===== config.mk =====
export PLATFORM = sky130hd
export DESIGN_NAME = tpcg_queue
export DESIGN_NICKNAME = d
export VERILOG_FILES = /design/src/hw/rtl/tpcg_pkg.sv /design/src/hw/rtl/tpcg_queue.sv
export SDC_FILE = /design/constraint.sdc
export NUM_CORES = 1
export LEC_CHECK = 0
export CORE_AREA = 2 2 116 118
export CTS_CLUSTER_SIZE = 14
export DETAILED_ROUTE_END_ITERATION = 10
export DIE_AREA = 0 0 118 120
export DONT_BUFFER_PORTS = 1
export PLACE_DENSITY = 0.63
export SYNTH_ARGS = -nofsm -noshare
export SYNTH_HDL_FRONTEND = slang
export SYNTH_SLANG_ARGS = --single-unit

===== constraint.sdc =====
create_clock -name clk -period 2.2 [get_ports clk]
set_clock_uncertainty 0.1 [all_clocks]
set_input_delay 0.22 -clock clk [delete_from_list [all_inputs] [get_ports clk]]
set_output_delay 0.22 -clock clk [all_outputs]
set_load 0.005 [all_outputs]

===== src/hw/rtl/tpcg_pkg.sv =====
// Shared types and constants for the text/PCG cell row compositor.
// No dependencies; every other file in hw/rtl refers to this package by scoped names.

package tpcg_pkg;

  // Item kinds carried on the input tuser.
  typedef enum logic [2:0] {
    OP_RENDER   = 3'd0,
    OP_WR_CHAR  = 3'd1,
    OP_WR_BLUE  = 3'd2,
    OP_WR_RED   = 3'd3,
    OP_WR_GREEN = 3'd4
  } opcode_t;

  // Configuration register indexes.
  localparam logic CFG_PCG_ON_TOP = 1'b0;
  localparam logic CFG_PCG_ENABLE = 1'b1;

  // Field widths and memory geometry.
  localparam int OPCODE_W    = 3;
  localparam int WADDR_W     = 13;
  localparam int BYTE_W      = 8;
  localparam int ROW_W       = 3;
  localparam int COLOUR_W    = 3;
  localparam int PIXELS      = 8;
  localparam int IN_DATA_W   = 56;
  localparam int OUT_DATA_W  = PIXELS * COLOUR_W;
  localparam int CHAR_ADDR_W = 12;
  localparam int PCG_ADDR_W  = 13;
  localparam int CHAR_DEPTH  = 4096;
  localparam int PCG_DEPTH   = 8192;

  // Default depth of the queue between front and back.
  localparam int QUEUE_DEPTH = 4;

  // Bit positions of the fields in the input tdata.
  localparam int F_WADDR = 0;
  localparam int F_WDATA = 13;
  localparam int F_TCODE = 21;
  localparam int F_TATTR = 29;
  localparam int F_PCODE = 37;
  localparam int F_PATTR = 45;
  localparam int F_ROW   = 53;

  // One fetched cell row, waiting to be composed.
  typedef struct packed {
    logic [BYTE_W-1:0]   glyph;
    logic [BYTE_W-1:0]   blue;
    logic [BYTE_W-1:0]   red;
    logic [BYTE_W-1:0]   green;
    logic [COLOUR_W-1:0] fg;
    logic [COLOUR_W-1:0] bg;
    logic                text_on;
    logic                pcg_cell;
  } cell_row_t;

  // Push and pop strobes driven into the queue.
  typedef struct packed {
    logic push;
    logic pop;
  } queue_ctl_t;

endpackage


===== src/hw/rtl/tpcg_queue.sv =====
// Short queue of fetched cell rows between front and back.
// Depends on tpcg_pkg for the entry type.

module tpcg_queue #(
  parameter int DEPTH = tpcg_pkg::QUEUE_DEPTH
) (
  input  logic                         clk,
  input  logic                         rst,
  input  tpcg_pkg::queue_ctl_t         ctl,
  input  tpcg_pkg::cell_row_t          push_entry,
  output tpcg_pkg::cell_row_t          head,
  output logic                         not_empty,
  output logic [$clog2(DEPTH+1)-1:0]   count
);

  localparam int PW = (DEPTH > 1) ? $clog2(DEPTH) : 1;
  localparam int CW = $clog2(DEPTH+1);

  tpcg_pkg::cell_row_t entries [DEPTH];
  logic [PW-1:0]       wr_ptr;
  logic [PW-1:0]       rd_ptr;
  logic [PW-1:0]       wr_ptr_next;
  logic [PW-1:0]       rd_ptr_next;
  logic [CW-1:0]       count_next;

  // Pointers wrap at the depth, which need not be a power of two.
  assign wr_ptr_next = (wr_ptr == PW'(DEPTH-1)) ? '0 : wr_ptr + PW'(1);
  assign rd_ptr_next = (rd_ptr == PW'(DEPTH-1)) ? '0 : rd_ptr + PW'(1);

  always_comb begin
    count_next = count;
    unique case ({ctl.push, ctl.pop})
      2'b10:   count_next = count + CW'(1);
      2'b01:   count_next = count - CW'(1);
      default: count_next = count;
    endcase
  end

  always_ff @(posedge clk) begin
    if (rst) begin
      wr_ptr <= '0;
      rd_ptr <= '0;
      count  <= '0;
    end else begin
      if (ctl.push) begin
        wr_ptr <= wr_ptr_next;
      end
      if (ctl.pop) begin
        rd_ptr <= rd_ptr_next;
      end
      count <= count_next;
    end
  end

  // Entry storage; payload needs no reset.
  always_ff @(posedge clk) begin
    if (ctl.push) begin
      entries[wr_ptr] <= push_entry;
    end
  end

  assign head      = entries[rd_ptr];
  assign not_empty = count != '0;

endmodule


Yosys cells after proc, flatten, opt, wreduce, memory -nomap -nowiden
Memory sizes are Yosys's and may differ from the RTL's. A register that Yosys moved wholly into a read port is not among the register bits.
Cells that the tools add are included.

word-level totals
  register bits after elaboration = 7
  bits in writable memories = 160
  output and inout port bits = 44
  memories kept = 1

memories
  name     depth  bits a word  rd ports  clocked after memory_dff  wr ports  RTL line          text
  entries  4      40           1         1                         1         tpcg_queue.sv:19  tpcg_pkg::cell_row_t entries [DEPTH];

operators by class
  $add $sub $neg = 4
  equal/unequal tests = 4
  muxes and demuxes = 7
  reductions and logical operators = 2

operators with widths
  cell                 number
  $mux 2               4
  $eq 2x2->1 const B   3
  $pmux 3 s2           1
  $add 2x1->2 const B  2
  $add 3x1->3 const B  1
  $reduce_bool 3->1    1
  $sub 3x1->3 const B  1
  $eq 2x1->1 const B   1
  $mux 1               2
  $reduce_bool 2->1    1

Longest topological paths before layout
  depth in word-level cells = 4
  gate-level depth with buffers = 6
  gate-level depth less buffers = 6

Least setup slack after synthesis
Ideal clock, no wire load.

  kind = reg2reg
  start = reg wr_ptr[0]
  end = mem entries[3][0] in the netlist's numbering (enable)
  arrival time = 1.520 ns
  path slack = 0.179 ns
  stages on the path, launching flop included = 3
  buffers on the path = 0
  period minus slack after synthesis = 2.021 ns
  cell sequence = dfxtp_1 ha_1 and2_1

RTL lines
  element                   RTL line          text
  start: declaration        tpcg_queue.sv:20  logic [PW-1:0] wr_ptr;
  start signal: assignment  tpcg_queue.sv:46  wr_ptr <= wr_ptr_next;
  end: declaration          tpcg_queue.sv:19

No word-level cell before the write port.

==> results.json <==
{
  "first_iter_violations": 171,
  "ant_nets": 0,
  "cap_violations": 0,
  "grt_max_degree": 41,
  "r2r_end": "wr_ptr[0]",
  "start_kind": "flop",
  "hold_start": "ctl[0]",
  "setup_viol": 0,
  "yosysWarnings": 0,
  "cts_tree": "yes",
  "vias_per_cell": 5.268,
  "ir_drop_mv": 0.4629,
  "ys_seq_area_share_pct": 79.76,
  "root_buffer": "clkbuf_16",
  "row_count": 42,
  "drive_gt1_share_pct": 25.90,
  "final_cell_mix": "160 x edfxtp_1, 44 x dlygate4sd3_1, 40 x mux4_2, 17 x clkbuf_16, 8 x buf_4",
  "cts_resized": 0,
  "initial_core_util_pct": 48.15,
  "grt-ovfl-total": 0,
  "rr_worst_depth": 5,
  "hold_path_depth": 3,
  "route.detailed.drc": 0,
  "syn_area_mm2": 0.006250,
  "status": "completed",
  "die_w_um": 118,
  "cts.clk_slew.worst_paths_ns": 0.06,
  "ys_async_sr_fraction_pct": 0,
  "critical_path.max_stage_delay_ns": 0.54,
  "syn_area_per_cell_um2": 24.80,
  "core_mm2": 0.01298,
  "area_growth_pct": 20.60,
  "rrSetupSlack_ns": 0.63,
  "cp.arrival_ns": 1.72,
  "synth_seq_cells": 169,
  "routed_wl_mm": 10.52,
  "worst_pin_slew_ns": 0.3680,
  "cp_slowest_cell": "mux4_2",
  "rsz0062_at_grt": "false",
  "drv_slew": 0,
  "total_power_mw": 7.041,
  "nNetsFinal": 370,
  "cp_cell_sequence": "buf_4, mux4_2",
  "tns_ns": 0,
  "end_kind": "output port",
  "fin_crit_ns": 2.039,
  "synth_largest_area_cell": "edfxtp_1",
  "critPathTopFamily": "multiplexers",
  "critPathKind": "reg2out",
  "timing.hold.ws_ns": 0.02841,
  "synth_cells": 252,
  "track_usage_pct": 16.20,
  "timing.fmax_mhz": 490.3,
  "die_h_um": 120,
  "dpl-instance-area_mm2": 0.006529,
  "fin_area_mm2": 0.007537,
  "crit_buf_inv": 1,
  "dp_hpwl_mm": 6.395,
  "relSlewSlack_pct": 75.46,
  "fin_crit_sh_pct": 92.70,
  "antennaDiodeCount": 0,
  "synth.distinct_cells": 18,
  "power_density_mw_per_mm2": 934.2,
  "numCtsBuffers": 17,
  "wl_per_cell_um": 20.70,
  "worstReg2RegStart": "wr_ptr[0]",
  "synth_edf_count": 160,
  "gp_congestion": 0.6906,
  "synth_top_area_share_pct": 76.88,
  "layout_commonest_cell": "edfxtp_1",
  "grt_pass1_wl_mm": 16.53,
  "ys_top_cells_by_area": "edfxtp_1 77%, mux4_2 14%, dfxtp_1 2.9%, buf_12 1.3%, ha_1 1.2%",
  "holdCritPathClass": "in2reg",
  "vias": 2676,
  "synth_nets": 303,
  "portBuffers": 0,
  "cellLeakagePower_nw": 2.448,
  "synthFlopType": "edfxtp_1",
  "htree_levels": 4,
  "antenna_found_initial": 0,
  "layoutNonFillerInstCount": 508,
  "io_pins": 88,
  "dp.cells": 432,
  "crit_fanout": 12,
  "clock_sinks": 169,
  "clockBufferDepth": 2,
  "clk_latency_ns": 0.41,
  "finalHoldViolations": 0,
  "dieArea_mm2": 0.01416,
  "firstDrtPassIters": 5,
  "nFillCells": 961,
  "cp.required_ns": 1.88,
  "grt_pass1_vias": 2998
}
[power by group]
group          switching (mW)  internal (mW)  total [mW]
combinational           0.237          0.254       0.491
sequential             0.0565           3.66        3.72
clock                    1.11           1.72        2.83
[metal layers]
| metal | routed length [µm] | vias to the layer above | track usage, % | share of wire, % |
|---|---|---|---|---|
| li1 | - | 1197 | - | - |
| met1 | 4206 | 1398 | 18.31 | 40 |
| met2 | 5606 | 67 | 28.16 | 53 |
| met3 | 515 | 14 | 5.181 | 4.9 |
| met4 | 189 | 0 | 7.455 | 1.8 |
| met5 | 0 | - | 0 | 0 |
[synthesized netlist by cell type (all sizes together) (2+ instances only)]
library cell / instances
a21oi: 3
and2: 4
buf: 9
dfxtp: 9
edfxtp: 160
ha: 6
inv: 4
mux2i: 3
mux4: 40
nor2: 6
nor3b: 2
or3: 2
[area by class of cell]
type                    instances  area (µm²)  area share [%]
clock inverters                 9       100.1           1.328
inverters                       4       15.01          0.1992
multi-input cells              70        1144           15.17
flip-flops and latches        169        4990           66.20
repair buffers                 57       600.6           7.968
clock buffers                  23       467.9           6.209
well taps                     176       220.2           2.922
[worst max-delay path by stage]
stage	start	end	slack (ns)	cells past startpoint
after floorplan	wr_ptr[0]	entries[3][0]	0.18	2
after global placement	flop	head[4]	0.56	2
after detailed placement	flop	head[3]	0.55	2
after CTS	flop	head[3]	0.09	2
after global routing	flop	head[3]	0.06	2
final	flop	head[3]	0.16	2
[tightest hold or removal path: stages]
cell     delay, ns
nor3b_1       0.11
a21oi_1       0.11
nor2_1        0.06
[metrics by stage]
step | setup WS (ns) | util (%)
after CTS | 0.08889 | 58.07
after detailed placement | 0.5482 | 50.30
after floorplan | 0.1786 | -
final | 0.1605 | 58.07
after global placement | 0.5579 | 50.30
after global routing | 0.05554 | 58.07
[kinds of logic (layout without fill, tap and decap cells)]
family	count (synthesis)	after routing	synth area share [%]
buf+inv	13	93	2.022
compound gates	4	4	0.3202
simple gates	14	14	1.201
flops	169	169	79.76
mux	43	43	14.89
xor+xnor	2	2	0.2803
fa+ha+maj	7	7	1.522
[sequential cells by signal, summed over array words and instances, names as in the netlist, named ones only]
| register | cells |
|---|---|
| rd_ptr | 2 |
| entries | 160 |
| count | 3 |
| wr_ptr | 2 |
[repair_timing]
item	4_1_cts	5_1_grt
buffers inserted	0	0
hold buffers	44	0
hold endpoints to repair	169	0
Note: power is estimated with default switching activity, not from simulation.
