--- src/hw/rtl/tpcg_pkg.sv ---
// Shared types and constants for the text/PCG cell row compositor.
// No dependencies; every other file in hw/rtl refers to this package by scoped names.

package tpcg_pkg;

  // Item kinds carried on the input tuser.
  typedef enum logic [2:0] {
    OP_RENDER   = 3'd0,
    OP_WR_CHAR  = 3'd1,
    OP_WR_BLUE  = 3'd2,
    OP_WR_RED   = 3'd3,
    OP_WR_GREEN = 3'd4
  } opcode_t;

  // Configuration register indexes.
  localparam logic CFG_PCG_ON_TOP = 1'b0;
  localparam logic CFG_PCG_ENABLE = 1'b1;

  // Field widths and memory geometry.
  localparam int OPCODE_W    = 3;
  localparam int WADDR_W     = 13;
  localparam int BYTE_W      = 8;
  localparam int ROW_W       = 3;
  localparam int COLOUR_W    = 3;
  localparam int PIXELS      = 8;
  localparam int IN_DATA_W   = 56;
  localparam int OUT_DATA_W  = PIXELS * COLOUR_W;
  localparam int CHAR_ADDR_W = 12;
  localparam int PCG_ADDR_W  = 13;
  localparam int CHAR_DEPTH  = 4096;
  localparam int PCG_DEPTH   = 8192;

  // Default depth of the queue between front and back.
  localparam int QUEUE_DEPTH = 4;

  // Bit positions of the fields in the input tdata.
  localparam int F_WADDR = 0;
  localparam int F_WDATA = 13;
  localparam int F_TCODE = 21;
  localparam int F_TATTR = 29;
  localparam int F_PCODE = 37;
  localparam int F_PATTR = 45;
  localparam int F_ROW   = 53;

  // One fetched cell row, waiting to be composed.
  typedef struct packed {
    logic [BYTE_W-1:0]   glyph;
    logic [BYTE_W-1:0]   blue;
    logic [BYTE_W-1:0]   red;
    logic [BYTE_W-1:0]   green;
    logic [COLOUR_W-1:0] fg;
    logic [COLOUR_W-1:0] bg;
    logic                text_on;
    logic                pcg_cell;
  } cell_row_t;

  // Push and pop strobes driven into the queue.
  typedef struct packed {
    logic push;
    logic pop;
  } queue_ctl_t;

endpackage

--- src/hw/rtl/tpcg_back.sv ---
// Back end: composes background, text and PCG layers into eight colour indices.
// Depends on tpcg_pkg. Owns the output register of the result channel.

module tpcg_back (
  input  logic                                clk,
  input  logic                                rst,
  input  logic                                pcg_on_top,
  input  logic                                pcg_enable,
  input  tpcg_pkg::cell_row_t                 head,
  input  logic                                not_empty,
  output logic                                pop,
  output logic                                m_tvalid,
  input  logic                                m_tready,
  output logic [tpcg_pkg::OUT_DATA_W-1:0]     m_tdata
);

  logic [tpcg_pkg::OUT_DATA_W-1:0] row_colours;
  logic                            pcg_on;

  assign pcg_on = pcg_enable && head.pcg_cell;

  // Per pixel layering; bit 7 of each byte is the leftmost pixel in the top bits.
  always_comb begin
    logic [tpcg_pkg::COLOUR_W-1:0] colour;
    logic [tpcg_pkg::COLOUR_W-1:0] pidx;
    logic                          tpix;
    logic                          ppix;
    row_colours = '0;
    for (int b = 0; b < tpcg_pkg::PIXELS; b++) begin
      pidx   = {head.green[b], head.red[b], head.blue[b]};
      tpix   = head.text_on && head.glyph[b];
      ppix   = pcg_on && (pidx != '0);
      colour = head.bg;
      if (pcg_on_top) begin
        if (ppix) begin
          colour = pidx;
        end else if (tpix) begin
          colour = head.fg;
        end
      end else begin
        if (tpix) begin
          colour = head.fg;
        end else if (ppix) begin
          colour = pidx;
        end
      end
      row_colours[b*tpcg_pkg::COLOUR_W +: tpcg_pkg::COLOUR_W] = colour;
    end
  end

  // Take the next row whenever the output register is empty or being drained.
  assign pop = not_empty && (!m_tvalid || m_tready);

  always_ff @(posedge clk) begin
    if (rst) begin
      m_tvalid <= 1'b0;
    end else if (pop) begin
      m_tvalid <= 1'b1;
    end else if (m_tready) begin
      m_tvalid <= 1'b0;
    end
    if (pop) begin
      m_tdata <= row_colours;
    end
  end

endmodule

--- config.mk ---
export PLATFORM = sky130hd
export DESIGN_NAME = tpcg_back
export DESIGN_NICKNAME = d
export VERILOG_FILES = /design/src/hw/rtl/tpcg_pkg.sv /design/src/hw/rtl/tpcg_back.sv
export SDC_FILE = /design/constraint.sdc
export NUM_CORES = 1
export LEC_CHECK = 0
export ABC_AREA = 1
export BUFFER_PORTS_ARGS = -buffer_cell sky130_fd_sc_hd__buf_2
export CAP_MARGIN = 20
export CORE_MARGIN = 4
export CORE_UTILIZATION = 45
export DETAILED_ROUTE_END_ITERATION = 8
export HOLD_SLACK_MARGIN = 0.05
export PLACE_DENSITY = 0.77
export SYNTH_ARGS = -nofsm -noshare
export SYNTH_HDL_FRONTEND = slang
export SYNTH_SLANG_ARGS = --single-unit
--- constraint.sdc ---
create_clock -name clk -period 2.09 [get_ports clk]
set_input_delay 0.1045 -clock clk [delete_from_list [all_inputs] [get_ports clk]]
set_output_delay 0.1045 -clock clk [all_outputs]
set_load 0.05 [all_outputs]
# Yosys cells after proc, flatten, opt, wreduce, memory -nomap -nowiden
# Index checks and enable logic that the tools add are counted.
word_totals:
  ff_bits: 25
  in_bits: 46
  output_inout_bits: 26
  elab_cells: 73
op_classes:
  mux: 42
  n_reduce_logical: 29
ops:
  columns: ["cell", "n"]
  rows:
  - ["2-to-1 mux 3 bit", 40]
  - ["nonzero test 3 bit", 8]
  - ["logical AND 1 bit", 18]
  - ["2-to-1 mux 1 bit", 2]
  - ["nonzero test 2 bit", 1]
  - ["logical NOT 1 bit", 1]
  - ["logical OR 1 bit", 1]

# Longest topological paths before layout
logic_depth:
  word_depth: 5
  depth_mapped: 9
  depth_no_buf: 8

# Worst setup path before layout
# No wires, ideal clock.
synth_timing:
  path_type: "register to register"
  from: "register m_tvalid"
  to: "register m_tdata[0] (netlist name) (enable)"
  arrival_ps: 2480
  t_required_ps: 1643
  slack_ps: -837
  path_stages_with_launch: 2
  path_buffers: 0
  path_cell_list: "dfxtp_1 > a21oi_1"
synth_between:
  elab_chain_cells: 3
synth_rtl:
  columns: ["element", "line", "text"]
  rows:
  - ["from (decl)", "tpcg_back.sv:12", "output logic m_tvalid,"]
  - ["from (signal assigned)", "tpcg_back.sv:56", "m_tvalid <= 1'b0;"]
  - ["from (signal assigned)", "tpcg_back.sv:58", "m_tvalid <= 1'b1;"]
  - ["from (signal assigned)", "tpcg_back.sv:60", "m_tvalid <= 1'b0;"]
  - ["logical NOT 1 bit", "tpcg_back.sv:52", "assign pop = not_empty && (!m_tvalid || m_tready);"]
  - ["logical OR 1 bit", "tpcg_back.sv:52", null]
  - ["logical AND 1 bit", "tpcg_back.sv:52", null]
  - ["named net pop", "tpcg_back.sv:11", "output logic pop,"]
  - ["to (signal assigned)", "tpcg_back.sv:63", "m_tdata <= row_colours;"]
  - ["to (decl)", "tpcg_back.sv:14", "output logic [tpcg_pkg::OUT_DATA_W-1:0] m_tdata"]
# The timed path passes the listed nets, and every way through them passes these cells.
# A chain may end at the register's enable or synchronous reset.

# Worst setup path after layout
layout_timing:
  from: "register m_tvalid"
  to: "output pop"
layout_between:
  elab_chain_cells: 3
layout_rtl:
  columns: ["element", "line"]
  rows:
  - ["logical NOT 1 bit", "tpcg_back.sv:52"]
  - ["logical OR 1 bit", "tpcg_back.sv:52"]
  - ["logical AND 1 bit", "tpcg_back.sv:52"]
  - ["to (decl)", "tpcg_back.sv:11"]
# Every way passes these cells.

==> results.ini <==
[sta]
hold_slack_ps=127
tightest_slew_ps=581
slew_headroom_pct=61.3
finalCritPeriodShare_pct=75.0
rsz0062_at_grt=no
drv_slew=0
hold_viol=0
clock_skew_ps=2.34
min_period_ps=1570
finalSetupTns_ps=0
setup_viol_count_final=0
fmaxAchievable_ghz=0.638

[global_routing]
grt_max_degree=38
globalRouteTotalUtil_pct=18.8
grt_pass1_vias=1921
gr-total-overflow=0
antenna_found_initial=0
grt_pass1_wl_um=8120

[logic_synthesis]
synth_area_per_cell_um2=6.26
async_reset_ff_share_pct=0
synthCells=314
ys_seq_elements=25
yosys.cell_count.top_type=nand2_1
ys_types=20
yosysTopAreaCell=edfxtp_1
synth_edf_count=24
synthTopCellsByArea=edfxtp_1 (37%), nand2_1 (24%), inv_1 (7.6%)
synth_top_area_share_pct=36.6
syn-num-nets=360
ys_warn_count=0
synth_common_cells=nand2_1 (128), inv_1 (40), nor2_1 (40), edfxtp_1 (24), nand3_1 (23)
synth_ff_type=edfxtp_1
ys_seq_area_share_pct=37.7
netlist_area_um2=1970

[hold_path]
hp-class=primary input to flip-flop

[setup_path]
worstPathRequired_ps=1990
reg2reg_slack_ps=620
cp-endpoint=pop
r2r_cells=2
reg2reg_to=m_tdata[3]
critPathKind=flip-flop to output pin
r2r-start=m_tvalid
worstPathArrival_ps=1460
crit_start=m_tvalid
path_max_fanout=11
start_kind=flip-flop
worstSetupEndpointType=output pin

[clock_network]
clock_sinks=25
cts_hold_buf=1
h-tree-depth=1
cts_buffers=3
postCtsSetupBuffers=0
cts_tree=done
clock_latency_ps=260
cts.clk_slew.worst_paths_ps=90
ctsRootBufferMaster=clkbuf_8
cts-resized-gates=0
max-clock-path-buffers=2

[die]
die_y_um=74.1
rows=23
initial_core_util_pct=47.8
core-area_um2=4120
die-area_um2=5490
chipWidth_um=74.1
io_pins=72

[power]
p_total_mw=1.37
pwr-share-comb_pct=34.8
p_seq_share_pct=44.6
intPower_mw=0.871
ir_drop_mv=0.244
p_switching_mw=0.504
netSwitchingFraction_pct=36.6
p_clk_share_pct=20.6
pwr_density_cell_nw_per_um2=575
leakage_nw=1.33

[place]
port_buffers=71
routabilityCongestion=0.817
dp_hpwl_um=3780

[layout]
area_growth_pct=21.4
drive_gt1_share_pct=21.3
fill_cells=435
final_nets=427
antennaDiodeCount=0

[route]
routed_via_density=4.98
wl_per_cell_um=11.5
drt_first_pass_iters=4
drc=0
wl_um=4960
antenna_left=0
dr.first_iter.drc_count=125
vias=2140

[job]
drv_cap=0

[run_status]
status=finished clean

-- sequential cells by signal, indices dropped and copies added (netlist names) --
signal,cells
m_tvalid,1
m_tdata,24
-- per-stage QoR --
stage / instances / utilization [%] / setup slack (ps) / instance area [um^2]
final: 430 / 58.0 / 522 / 2390
after CTS: 430 / 58.0 / 483 / 2390
after global routing: 430 / 58.0 / 420 / 2390
after detailed placement: 425 / 56.7 / 598 / 2330
after global placement: 425 / 56.7 / 687 / 2330
after floorplan: 314 / - / 23.0 / 1970
-- worst max-delay path, stage by stage (launching register included) --
cell     delay, ps
dfxtp_1        350
a21oi_2        480
buf_2          370
-- placed cells by master, fill, tap and decap left out, types with 5 or more instances in the layout --
master / Yosys / routed
a21oi_1: 6 / 5
buf_2: 5 / 71
edfxtp_1: 24 / 24
inv_1: 40 / 40
nand2_1: 128 / 128
nand3_1: 23 / 23
nand4_1: 8 / 8
nor2_1: 40 / 40
nor3_1: 8 / 8
o21ai_0: 16 / 16
-- how the worst min path moves through the flow --
stage / startpoint / to / cells after the start
after floorplan: rst / m_tvalid / 1
after global placement: rst / m_tvalid / 2
after detailed placement: rst / m_tvalid / 2
after CTS: not_empty / m_tvalid / 3
after global routing: not_empty / m_tvalid / 3
final: m_tready / m_tvalid / 4
-- area by class of cell --
class                      count  area (um^2)  share of cell area [%]
clock buffer                   4         45.0                    1.89
timing repair buffer          73          373                    15.6
inverter                      41          156                    6.55
multi-input combinational    237         1010                    42.3
sequential                    25          741                    31.0
tap                           50         62.6                    2.62
-- per-layer routing --
| layer | up-vias | GRT usage [%] | share of wire (%) |
|---|---|---|---|
| met2 | 75 | 30.7 | 48 |
| met4 | 0 | 7.44 | 0.46 |
| met5 | - | 0 | 0 |
| met3 | 2 | 2.84 | 8.9 |
| met1 | 937 | 25.1 | 42 |
| li1 | 1126 | - | - |
-- power by group through the flow --
stage	sequential [mW]	combinational, mW	clock [mW]
after CTS	0.614	0.482	0.294
final	0.613	0.478	0.283
after global routing	0.618	0.531	0.315
after detailed placement	0.625	0.479	0
after floorplan	0.773	0.202	0
after global placement	0.625	0.472	0
-- cell families after synthesis --
kind of cell    count (synthesis)  synth area share [%]
buf+inv                        52                  11.1
compound gates                 25                  6.36
simple gates                  212                  44.8
flops                          25                  37.7
Note: power is estimated with default switching activity, not from simulation.
